<file path="src/hdl/mea_pkg.sv">
// Package for the spanning-forest edge acceptor: sizes, edge-case codes,
// request and result payload structs, and controller/datapath link structs.
// Depends on nothing; every other file in hdl imports it.
`default_nettype none

package mea_pkg;

    // Vertex store geometry. NUM_VERTICES is a power of two no larger than
    // the 6-bit endpoint fields, so an endpoint modulo NUM_VERTICES is a
    // plain low-bit select.
    localparam int NUM_VERTICES = 64;
    localparam int VIDX_W       = $clog2(NUM_VERTICES);
    localparam int VFIELD_W     = 6;
    localparam int LABEL_W      = 8;
    localparam int WEIGHT_W     = 16;
    localparam int VCOUNT_W     = 7;
    localparam int CASE_W       = 3;

    localparam logic [VCOUNT_W-1:0] VCOUNT_RESET = VCOUNT_W'(64);
    localparam logic [VCOUNT_W-1:0] VCOUNT_MAX   = VCOUNT_W'(NUM_VERTICES);
    localparam logic [LABEL_W-1:0]  LABEL_FIRST  = LABEL_W'(1);

    // Edge classification codes.
    localparam logic [CASE_W-1:0] CASE_BOTH_NEW  = 3'd0;
    localparam logic [CASE_W-1:0] CASE_JOIN_FROM = 3'd1;
    localparam logic [CASE_W-1:0] CASE_JOIN_TO   = 3'd2;
    localparam logic [CASE_W-1:0] CASE_MERGE     = 3'd3;
    localparam logic [CASE_W-1:0] CASE_CYCLE     = 3'd4;

    typedef struct packed {
        logic [VFIELD_W-1:0] from_vertex;
        logic [VFIELD_W-1:0] to_vertex;
        logic [WEIGHT_W-1:0] edge_weight;
        logic                last_edge;
    } edge_req_t;

    typedef struct packed {
        logic                accepted;
        logic [CASE_W-1:0]   edge_case;
        logic [VFIELD_W-1:0] edge_from_out;
        logic [VFIELD_W-1:0] edge_to_out;
        logic [WEIGHT_W-1:0] weight_out;
        logic [LABEL_W-1:0]  tree_label_out;
        logic                final_result;
    } edge_result_t;

    // Commands from the controller to the datapath.
    typedef struct packed {
        logic capture;
        logic eval;
        logic walk;
        logic wr_from;
        logic wr_to;
        logic load_out;
    } mea_cmd_t;

    // Status from the datapath to the controller.
    typedef struct packed {
        logic merge_now;
        logic walk_done;
        logic out_free;
    } mea_status_t;

endpackage

`default_nettype wire

</file>
<file path="src/hdl/mea_ctrl.sv">
// Controller state machine of the edge acceptor: sequences capture,
// classification, relabel walk, label writes and result loading.
// Depends on mea_pkg for the command and status structs.
`default_nettype none

module mea_ctrl (
    input  wire                   clk,
    input  wire                   rst_n,
    input  wire                   edge_valid,
    output logic                  edge_ready,
    input  wire mea_pkg::mea_status_t status,
    output mea_pkg::mea_cmd_t     cmd
);
    import mea_pkg::*;

    localparam logic [2:0] S_IDLE = 3'd0;
    localparam logic [2:0] S_EVAL = 3'd1;
    localparam logic [2:0] S_WALK = 3'd2;
    localparam logic [2:0] S_WR_F = 3'd3;
    localparam logic [2:0] S_WR_T = 3'd4;
    localparam logic [2:0] S_OUT  = 3'd5;

    logic [2:0] state_reg;
    logic [2:0] state_next;

    always_ff @(posedge clk or negedge rst_n)
    begin
        if (!rst_n)
        begin
            state_reg <= S_IDLE;
        end
        else
        begin
            state_reg <= state_next;
        end
    end

    always_comb
    begin
        state_next = state_reg;
        cmd        = '0;
        edge_ready = 1'b0;
        unique case (state_reg)
            S_IDLE:
            begin
                edge_ready  = 1'b1;
                cmd.capture = edge_valid;
                if (edge_valid)
                begin
                    state_next = S_EVAL;
                end
            end
            S_EVAL:
            begin
                cmd.eval   = 1'b1;
                state_next = status.merge_now ? S_WALK : S_WR_F;
            end
            S_WALK:
            begin
                cmd.walk = 1'b1;
                if (status.walk_done)
                begin
                    state_next = S_WR_F;
                end
            end
            S_WR_F:
            begin
                cmd.wr_from = 1'b1;
                state_next  = S_WR_T;
            end
            S_WR_T:
            begin
                cmd.wr_to  = 1'b1;
                state_next = S_OUT;
            end
            S_OUT:
            begin
                if (status.out_free)
                begin
                    cmd.load_out = 1'b1;
                    state_next   = S_IDLE;
                end
            end
            default:
            begin
                state_next = S_IDLE;
            end
        endcase
    end

endmodule

`default_nettype wire

</file>
<file path="src/hdl/mea_datapath.sv">
// Datapath of the edge acceptor: request register, in-tree flags, label
// memory, classification logic, relabel walk counter and result register.
// Depends on mea_pkg; driven by mea_ctrl through the command struct.
`default_nettype none

module mea_datapath (
    input  wire                       clk,
    input  wire                       rst_n,
    input  wire mea_pkg::edge_req_t   edge_data,
    input  wire [mea_pkg::VCOUNT_W-1:0] vertex_count,
    input  wire mea_pkg::mea_cmd_t    cmd,
    output mea_pkg::mea_status_t      status,
    output logic                      result_valid,
    input  wire                       result_ready,
    output mea_pkg::edge_result_t     result_data
);
    import mea_pkg::*;

    edge_req_t            req_reg;
    logic [NUM_VERTICES-1:0] in_tree_reg;
    logic [LABEL_W-1:0]   label_mem [NUM_VERTICES];
    logic [LABEL_W-1:0]   rd_a_reg;
    logic [LABEL_W-1:0]   rd_b_reg;
    logic [LABEL_W-1:0]   next_label_reg;
    logic [CASE_W-1:0]    case_reg;
    logic [LABEL_W-1:0]   label_reg;
    logic [LABEL_W-1:0]   la_reg;
    logic [LABEL_W-1:0]   lb_reg;
    logic [VCOUNT_W-1:0]  walk_cnt_reg;
    logic                 result_valid_reg;
    edge_result_t         result_reg;

    logic [VIDX_W-1:0]    f_idx;
    logic [VIDX_W-1:0]    t_idx;
    logic                 vf;
    logic                 vt;
    logic [LABEL_W-1:0]   lf;
    logic [LABEL_W-1:0]   lt;
    logic [CASE_W-1:0]    case_c;
    logic [LABEL_W-1:0]   label_c;
    logic [VCOUNT_W-1:0]  walk_bound;
    logic [VIDX_W-1:0]    walk_idx;
    logic                 walk_hit;
    logic                 f_writes;
    logic                 t_writes;
    logic                 mem_we;
    logic [VIDX_W-1:0]    wr_addr;
    logic [VIDX_W-1:0]    rd_addr_a;
    logic                 is_accepted;
    logic [NUM_VERTICES-1:0] join_mask;

    assign f_idx = req_reg.from_vertex[VIDX_W-1:0];
    assign t_idx = req_reg.to_vertex[VIDX_W-1:0];

    // Labels of vertices outside any tree read as zero.
    assign vf = in_tree_reg[f_idx];
    assign vt = in_tree_reg[t_idx];
    assign lf = vf ? rd_a_reg : '0;
    assign lt = vt ? rd_b_reg : '0;

    always_comb
    begin
        if (f_idx == t_idx)
        begin
            case_c  = CASE_CYCLE;
            label_c = lf;
        end
        else if (!vf && !vt)
        begin
            case_c  = CASE_BOTH_NEW;
            label_c = next_label_reg;
        end
        else if (vf && !vt)
        begin
            case_c  = CASE_JOIN_FROM;
            label_c = lf;
        end
        else if (!vf && vt)
        begin
            case_c  = CASE_JOIN_TO;
            label_c = lt;
        end
        else if (lf != lt)
        begin
            case_c  = CASE_MERGE;
            label_c = next_label_reg;
        end
        else
        begin
            case_c  = CASE_CYCLE;
            label_c = lf;
        end
    end

    assign is_accepted = (case_c != CASE_CYCLE);
    assign join_mask   = (NUM_VERTICES'(1) << f_idx) | (NUM_VERTICES'(1) << t_idx);

    // Walk covers vertices below min(vertex_count, NUM_VERTICES); entry
    // walk_cnt-1 is processed while entry walk_cnt is being read.
    assign walk_bound = (vertex_count > VCOUNT_MAX) ? VCOUNT_MAX : vertex_count;
    assign walk_idx   = VIDX_W'(walk_cnt_reg - VCOUNT_W'(1));
    assign walk_hit   = cmd.walk && (walk_cnt_reg != '0) && in_tree_reg[walk_idx]
                        && ((rd_a_reg == la_reg) || (rd_a_reg == lb_reg));

    assign f_writes = (case_reg == CASE_BOTH_NEW) || (case_reg == CASE_JOIN_TO)
                      || (case_reg == CASE_MERGE);
    assign t_writes = (case_reg == CASE_BOTH_NEW) || (case_reg == CASE_JOIN_FROM)
                      || (case_reg == CASE_MERGE);

    assign mem_we  = walk_hit || (cmd.wr_from && f_writes) || (cmd.wr_to && t_writes);
    assign wr_addr = cmd.wr_from ? f_idx : (cmd.wr_to ? t_idx : walk_idx);
    assign rd_addr_a = cmd.capture ? edge_data.from_vertex[VIDX_W-1:0]
                                   : walk_cnt_reg[VIDX_W-1:0];

    always_ff @(posedge clk)
    begin
        if (mem_we)
        begin
            label_mem[wr_addr] <= label_reg;
        end
        rd_a_reg <= label_mem[rd_addr_a];
        rd_b_reg <= label_mem[edge_data.to_vertex[VIDX_W-1:0]];
    end

    always_ff @(posedge clk)
    begin
        if (cmd.capture)
        begin
            req_reg <= edge_data;
        end
        if (cmd.eval)
        begin
            case_reg  <= case_c;
            label_reg <= label_c;
            la_reg    <= lf;
            lb_reg    <= lt;
        end
        if (cmd.load_out)
        begin
            result_reg.accepted       <= (case_reg != CASE_CYCLE);
            result_reg.edge_case      <= case_reg;
            result_reg.edge_from_out  <= req_reg.from_vertex;
            result_reg.edge_to_out    <= req_reg.to_vertex;
            result_reg.weight_out     <= req_reg.edge_weight;
            result_reg.tree_label_out <= label_reg;
            result_reg.final_result   <= req_reg.last_edge;
        end
    end

    always_ff @(posedge clk or negedge rst_n)
    begin
        if (!rst_n)
        begin
            in_tree_reg      <= '0;
            next_label_reg   <= LABEL_FIRST;
            walk_cnt_reg     <= '0;
            result_valid_reg <= 1'b0;
        end
        else
        begin
            if (cmd.eval)
            begin
                walk_cnt_reg <= '0;
                if (is_accepted)
                begin
                    in_tree_reg <= in_tree_reg | join_mask;
                end
                if ((case_c == CASE_BOTH_NEW) || (case_c == CASE_MERGE))
                begin
                    next_label_reg <= next_label_reg + LABEL_W'(1);
                end
            end
            else if (cmd.walk && (walk_cnt_reg != walk_bound))
            begin
                walk_cnt_reg <= walk_cnt_reg + VCOUNT_W'(1);
            end

            if (cmd.load_out)
            begin
                result_valid_reg <= 1'b1;
                if (req_reg.last_edge)
                begin
                    in_tree_reg    <= '0;
                    next_label_reg <= LABEL_FIRST;
                end
            end
            else if (result_ready)
            begin
                result_valid_reg <= 1'b0;
            end
        end
    end

    assign status.merge_now = (case_c == CASE_MERGE);
    assign status.walk_done = (walk_cnt_reg == walk_bound);
    assign status.out_free  = !result_valid_reg || result_ready;

    assign result_valid = result_valid_reg;
    assign result_data  = result_reg;

endmodule

`default_nettype wire

</file>
<file path="src/hdl/mst_edge_acceptor_top.sv">
// Top level of the spanning-forest edge acceptor: configuration register
// and the controller/datapath pair. Depends on mea_pkg, mea_ctrl and
// mea_datapath.
// A non-merging edge passes from acceptance through classification and the
// label writes to a loaded result; a merging edge also runs the relabel walk
// over the vertices below min(vertex_count, 64), reading one label memory entry
// per cycle. A new request is accepted only once the last result is loaded.
// Reset (rst_n, asynchronous): all vertices leave their trees, the next
// label returns to 1 and vertex_count returns to 64.
`default_nettype none

module mst_edge_acceptor_top (
    input  wire                         clk,
    input  wire                         rst_n,
    input  wire                         edge_valid,
    output logic                        edge_ready,
    input  wire mea_pkg::edge_req_t     edge_data,
    output logic                        result_valid,
    input  wire                         result_ready,
    output mea_pkg::edge_result_t       result_data,
    input  wire                         cfg_wr_en,
    input  wire [mea_pkg::VCOUNT_W-1:0] cfg_wr_data
);
    import mea_pkg::*;

    // The vertex count bounds the relabel walk; it survives the store
    // clearing that follows the last edge of a graph.
    logic [VCOUNT_W-1:0] vertex_count_reg;
    mea_cmd_t            cmd;
    mea_status_t         status;

    always_ff @(posedge clk or negedge rst_n)
    begin
        if (!rst_n)
        begin
            vertex_count_reg <= VCOUNT_RESET;
        end
        else if (cfg_wr_en)
        begin
            vertex_count_reg <= cfg_wr_data;
        end
    end

    // The controller only sequences; every label decision is in the datapath.
    mea_ctrl u_ctrl (
        .clk        (clk),
        .rst_n      (rst_n),
        .edge_valid (edge_valid),
        .edge_ready (edge_ready),
        .status     (status),
        .cmd        (cmd)
    );

    // The datapath owns the vertex store and the result register, so a
    // finished result can wait for the consumer while the next request
    // is taken in.
    mea_datapath u_dp (
        .clk          (clk),
        .rst_n        (rst_n),
        .edge_data    (edge_data),
        .vertex_count (vertex_count_reg),
        .cmd          (cmd),
        .status       (status),
        .result_valid (result_valid),
        .result_ready (result_ready),
        .result_data  (result_data)
    );

endmodule

`default_nettype wire

</file>
<file path="config.mk">
export PLATFORM = sky130hd
export DESIGN_NAME = mst_edge_acceptor_top
export DESIGN_NICKNAME = d
export VERILOG_FILES = /design/src/hdl/mea_pkg.sv /design/src/hdl/mea_ctrl.sv /design/src/hdl/mea_datapath.sv /design/src/hdl/mst_edge_acceptor_top.sv
export SDC_FILE = /design/constraint.sdc
export NUM_CORES = 1
export LEC_CHECK = 0
export ABC_AREA = 1
export BUFFER_PORTS_ARGS = -buffer_cell sky130_fd_sc_hd__buf_2
export CAP_MARGIN = 0
export CELL_PAD_IN_SITES_DETAIL_PLACEMENT = 1
export CELL_PAD_IN_SITES_GLOBAL_PLACEMENT = 1
export CORE_MARGIN = 4
export CORE_UTILIZATION = 50
export CTS_CLUSTER_DIAMETER = 60
export DETAILED_ROUTE_END_ITERATION = 6
export GPL_TIMING_DRIVEN = 1
export PLACE_DENSITY_LB_ADDON = 0.1
export REMOVE_ABC_BUFFERS = 1
export SLEW_MARGIN = 30
export SYNTH_ARGS = -nofsm -noshare
export SYNTH_HDL_FRONTEND = slang
export SYNTH_SLANG_ARGS = --single-unit
</file>
<file path="constraint.sdc">
create_clock -name clk -period 5.13 [get_ports clk]
set_input_delay 1.026 -clock clk [delete_from_list [all_inputs] [get_ports clk]]
set_output_delay 1.026 -clock clk [all_outputs]
set_load 0.05 [all_outputs]
</file>
==> impl_metrics.json, run 1 <==
{
  "yosys_warnings": 0,
  "ant_nets": 0,
  "hold_violations": 0,
  "hold_path.class": "input pin to async pin",
  "tritoncts": "done",
  "hold_buffers": 0,
  "cts.sinks": 715,
  "tightest_slew_ps": 1110,
  "p_comb_share_pct": 35.1,
  "synth_top_family_by_area": "compound AO/OA/AOI/OAI gates",
  "synth_enable_flop_cells": 609,
  "initial_core_util_pct": 50.6,
  "firstDrtPassIters": 6,
  "max_clock_freq_mhz": 204,
  "grt_pass1_wl_um": 222000,
  "ys_seq_elements": 715,
  "synth-xor-area-share_pct": 0.556,
  "slew_viol_final": 0,
  "multiInputGateArea_um2": 13200,
  "cts_buffers": 82,
  "drc": 0,
  "nets": 3904,
  "cellPowerDensity_nw_per_um2": 539,
  "rsz0062_at_grt": "false",
  "seq_area_frac_synth_pct": 57.6,
  "p_sw_share_pct": 40.9,
  "routed_wl_um": 149000,
  "crit_top_cell": "nand3_1",
  "fin_crit_sh_pct": 95.7,
  "register_area_um2": 20900,
  "portBuffers": 83,
  "viasPerCell": 6.85,
  "syn2layout_area_growth_pct": 12.1,
  "place.gp.congestion": 1.03,
  "largest_register_ffs": 512,
  "cts.htree.levels": 3,
  "ctsLongestPathBuffers": 3,
  "die_w_um": 277,
  "yosysUniqueCellTypes": 47,
  "vdd_drop_max_uv": 398,
  "synth-simple-area-share_pct": 15.4,
  "power_frac_clock_pct": 27.8,
  "muxShareOfSynthArea_pct": 0.0932,
  "synth_most_common_cell": "nor2_1",
  "clkLatencyLatePin_ps": 650,
  "drv_cap": 0,
  "die_height_um": 277,
  "grt_pass1_vias": 34870,
  "postCtsSetupRepairBufs": 0,
  "period_minus_slack_ps": 4910,
  "grtUsageTotal_pct": 37.9,
  "timing.hold.ws_ps": 270,
  "arrival_ps": 5170,
  "synth.top_cells.by_area": "edfxtp_1 (50%), o21ai_0 (7.9%), nor2_1 (7.0%), dfrtp_1 (6.1%), nand2_1 (3.6%)",
  "crit_chain": "inv_1 > ha_1 > xnor2_1 > inv_1 > o211ai_1 > nand3_1 > nand3_1 > a41o_1 > nand3_1 > nor2_1",
  "internal-power_mw": 12.9,
  "worstSetupPathType": "flip-flop to flip-flop",
  "setup_viol": 0,
  "clk_pin_slew_ps": 60,
  "via_count": 33404,
  "max_stage_delay_ps": 960,
  "rows": 98,
  "netlist_area_um2": 36200,
  "antenna_found_initial": 6,
  "postSynthCellCount": 3871,
  "ctsResizeCount": 0,
  "path_max_fanout": 10,
  "dieArea_um2": 76900,
  "seqPwrFrac_pct": 37.1,
  "slew_headroom_pct": 26.1,
  "worstSetupEndpointType": "flip-flop",
  "cts_root_buf": "clkbuf_16",
  "synth_compound_area_share_pct": 20.1,
  "worst_setup_path_start_kind": "flip-flop",
  "drtIter0Drc": 4154,
  "avgSynthCellArea_um2": 9.36,
  "leakagePower_nw": 14.5,
  "wire_per_inst_um": 30.6,
  "grt-ovfl-total": 0,
  "async_flop_share_pct": 12.6,
  "synthAdderAreaFrac_pct": 0.104,
  "core_area_um2": 71600,
  "hpwlAfterDp_um": 94100,
  "outcome": "finished clean",
  "switching_power_mw": 8.97,
  "cp.required_ps": 5400,
  "synth_top_area_share_pct": 50.5,
  "synthTopCellsByCount": "nor2_1 (676), edfxtp_1 (609), o21ai_0 (571), nand2_1 (348), clkbuf_1 (260)",
  "clock_skew_ps": 17.1,
  "grt_max_degree": 139,
  "ioPinCount": 84,
  "drive_above_1_share_pct": 10.9,
  "fillers": 7994,
  "synth_largest_area_cell": "edfxtp_1",
  "cp_slowest_cell": "nor2_1",
  "power_mw": 21.9,
  "synth_ff_type": "edfxtp_1"
}
-- power by group through the flow --
stage / logic (mW) / registers [mW] / clock network (mW)
after floorplan: 3.69 / 8.55 / 0
after global placement: 7.12 / 8.20 / 0
after detailed placement: 7.38 / 8.22 / 0
after CTS: 7.42 / 8.11 / 6.15
after global routing: 8.11 / 8.17 / 6.40
final: 7.69 / 8.13 / 6.10
-- placed cells by master (no fill, tap or decap), drive strengths merged, types with 6 or more instances in the layout --
master	n
o221ai	89
buf	214
a221oi	19
xnor2	15
o211ai	55
nand3	214
nor2	681
a21oi	201
clkinv	41
dfrtp	88
a22oi	16
o32ai	6
bufinv	11
dfxtp	16
nand4	62
clkbuf	98
o21ai	593
o221a	33
edfxtp	609
o22ai	166
nor3	18
inv	244
xor2	8
o311ai	35
nand2	362
-- logic make-up after synthesis --
logic type | count (synthesis)
compound gates | 1223
flops | 715
buf+inv | 557
simple gates | 1347
fa+ha+maj | 3
mux | 3
xor+xnor | 23
-- worst paths after layout --
check                                                       from                                to  depth (start not counted)  slack (ps)
min in group clk                      u_dp.req_reg[16]$_DFFE_PP_    u_dp.result_data[24]$_DFFE_PP_                          0         420
worst min-delay path                                       rst_n    u_dp.in_tree_reg[43]$_DFF_PN0_                          1         270
max in group asynchronous                                  rst_n  u_dp.next_label_reg[0]$_DFF_PN1_                          2        4110
worst max-delay path            u_dp.walk_cnt_reg[1]$_DFFE_PN0P_   u_dp.label_mem[16][3]$_DFFE_PP_                         10         220
worst max register to register  u_dp.walk_cnt_reg[1]$_DFFE_PN0P_   u_dp.label_mem[16][3]$_DFFE_PP_                         10         220
worst min register to register        u_dp.req_reg[16]$_DFFE_PP_    u_dp.result_data[24]$_DFFE_PP_                          0         420
-- stage by stage --
step / utilization (%) / cells / TNS, ps / setup WS (ps) / area, µm²
after CTS: 56.7 / 4875 / 0 / 330 / 40600
after floorplan: - / 3561 / -170360 / -7140 / 35000
final: 56.7 / 4880 / 0 / 223 / 40600
after detailed placement: 52.8 / 4724 / 0 / 366 / 37800
after global routing: 56.7 / 4878 / 0 / 59.7 / 40600
after global placement: 52.8 / 4724 / 0 / 409 / 37800
-- worst max-delay path, delay by kind of cell, from the launching register on --
family / cells / cell delay (ps)
AND/OR/NAND/NOR: 4 / 2080
XOR/XNOR: 1 / 710
AO/OA/AOI/OAI: 2 / 650
flip-flops: 1 / 420
buffers and inverters: 2 / 410
adder cells (fa/ha/maj): 1 / 240
-- layer usage --
| layer | GRT usage, % | wire length (µm) | up-vias |
|---|---|---|---|
| li1 | - | - | 14014 |
| met1 | 47.1 | 55300 | 16665 |
| met2 | 61.9 | 70100 | 2162 |
| met3 | 7.22 | 13600 | 559 |
| met4 | 22.1 | 10300 | 4 |
| met5 | 0 | 27 | - |
-- area by class of cell --
cell class	count	area share [%]
flip-flops and latches	715	51.3
multi-input cells	2599	32.6
clock buffers	97	5.24
repair buffers	215	4.02
well taps	950	2.93
inverters	247	2.31
clock inverters	54	1.58
diodes	3	0.0185
Note: power is estimated with default switching activity, not from simulation.
==> run 2: changes to the inputs <==
==> constraint.sdc (replaced) <==
create_clock -name clk -period 5.13 [get_ports clk]
set_input_delay 1.539 -clock clk [delete_from_list [all_inputs] [get_ports clk]]
set_output_delay 1.539 -clock clk [all_outputs]
set_load 0.05 [all_outputs]
==> run 2 against run 1 <==
Hold slack gained 150 ps. Register-to-register slack gained 770 ps. Fmax grew 17%. Sequential cell count is the same. Non-clock buffer count is the same. Sequential power is essentially flat. Global-route usage shrank 1.2 points. Highest routed layer unchanged.
==> impl_metrics.json, run 2 (synthesis results as in run 1) <==
{
  "rsz0062_at_grt": "false",
  "grt_pass1_vias": 34383,
  "tns_ps": 0,
  "routed_wl_um": 145000,
  "portBuffers": 83,
  "cts.sinks": 715,
  "slew_viol_final": 0,
  "drive_above_1_share_pct": 11.2,
  "leakagePower_nw": 14.5,
  "clock_skew_ps": 28.9,
  "viasPerCell": 6.82,
  "place_ws_ps": 476,
  "cts.htree.levels": 3,
  "die_height_um": 277,
  "hold_buffers": 0,
  "via_count": 33300,
  "vdd_drop_max_uv": 351,
  "grt_pass1_wl_um": 216000,
  "outcome": "finished clean",
  "initial_core_util_pct": 50.6,
  "worst_setup_path_start_kind": "input pin",
  "postCtsSetupRepairBufs": 0,
  "grtUsageTotal_pct": 36.6,
  "die_w_um": 277,
  "antenna_found_initial": 3,
  "fin_ws_ps": 944,
  "grt_max_degree": 89,
  "core_area_um2": 71600,
  "cp.required_ps": 5650,
  "worstSetupEndpointType": "flip-flop",
  "largest_register_ffs": 512,
  "drtIter0Drc": 4130,
  "drc": 0,
  "dieArea_um2": 76900,
  "rows": 98,
  "clk_pin_slew_ps": 60,
  "max_clock_freq_mhz": 239,
  "hpwlAfterDp_um": 91200,
  "setup_viol": 0,
  "reg2reg_slack_ps": 990,
  "fin_crit_sh_pct": 81.6,
  "rr_startpoint": "u_dp.walk_cnt_reg[1]$_DFFE_PN0P_",
  "hp-start": "u_dp.req_reg[16]$_DFFE_PP_",
  "nets": 3906,
  "cts_root_buf": "clkbuf_16",
  "hold_violations": 0,
  "clkLatencyLatePin_ps": 660,
  "cts_buffers": 84,
  "tritoncts": "done",
  "syn2layout_area_growth_pct": 12.3,
  "layout_common_cells": "nor2_1 (667), edfxtp_1 (609), o21ai_0 (571)",
  "ctsResizeCount": 0,
  "hold_path.class": "flip-flop to flip-flop",
  "ctsLongestPathBuffers": 3,
  "firstDrtPassIters": 5,
  "slew_headroom_pct": 29.7,
  "cellPowerDensity_nw_per_um2": 536,
  "ant_nets": 0,
  "worstSetupPathType": "input pin to flip-flop",
  "wire_per_inst_um": 29.7,
  "place.gp.congestion": 0.991,
  "final_common_cell": "nor2_1",
  "setup.worst_path.start": "edge_valid",
  "grt-ovfl-total": 0,
  "ioPinCount": 84,
  "path_max_fanout": 52,
  "tightest_slew_ps": 1050,
  "period_minus_slack_ps": 4190,
  "arrival_ps": 4700,
  "drv_cap": 0
}
==> run 2: changes by cell type in the layout (fill, tap and decap cells not counted), sizes merged <==
cell,before,now
clkinvlp,5,3
clkinv,41,33
bufinv,11,10
inv,244,245
diode,3,1
clkbuf,98,111
==> run 2: final timing paths <==
path | end | cells past startpoint
max | u_dp.rd_a_reg[5]$_DFF_P_ | 12
min | u_dp.result_data[24]$_DFFE_PP_ | 0
max reg2reg | u_dp.label_mem[22][1]$_DFFE_PP_ | 12
min reg2reg | u_dp.result_data[24]$_DFFE_PP_ | 0
max in group asynchronous | u_dp.in_tree_reg[5]$_DFF_PN0_ | 2
min in group asynchronous | u_dp.in_tree_reg[3]$_DFF_PN0_ | 1
==> run 2: report_power, final <==
group / switching [mW] / total (mW) / leakage (nW) / internal, mW
Clock: 2.53 / 6.21 / 1.38 / 3.68
Sequential: 0.489 / 8.12 / 6.76 / 7.63
Combinational: 5.75 / 7.51 / 6.39 / 1.77
Total: 8.76 / 21.8 / 14.5 / 13.1
==> run 2: layout make-up <==
class	count	area, µm²
inverters	247	940
multi-input cells	2599	13200
fillers	7974	30900
flip-flops and latches	715	20900
clock inverters	44	520
well taps	950	1190
clock buffers	110	2300
repair buffers	215	1650
diodes	1	2.50
==> run 2: stage by stage <==
stage / util, % / area [µm²] / total power, mW / std cells / hold WS (ps)
floorplan: - / 35000 / 12.2 / 3561 / 400
global placement: 52.9 / 37900 / 15.2 / 4726 / 401
detailed placement: 52.9 / 37900 / 15.5 / 4726 / 406
CTS: 56.8 / 40700 / 21.7 / 4880 / 419
global route: 56.8 / 40700 / 22.7 / 4880 / 436
finish: 56.8 / 40700 / 21.8 / 4881 / 415
==> run 2: routing by layer <==
metal  track usage, %  vias to the layer above  share of wire, %
met1             45.7                    16683                37
met5                0                        -             0.016
met3             7.01                      546               9.1
li1                 -                    13993                 -
met2             59.7                     2074                47
met4             21.6                        4               6.9
==> run 2: critical path, cell delays in order <==
cell and delay, ps:
buf_2 120, nand2_1 320, nand2_1 160, nand2_4 370
inv_6 280, buf_12 280, o21ai_0 290, a21oi_1 110
o311ai_0 400, nand3_1 280, nand3_1 390, nand2_1 80
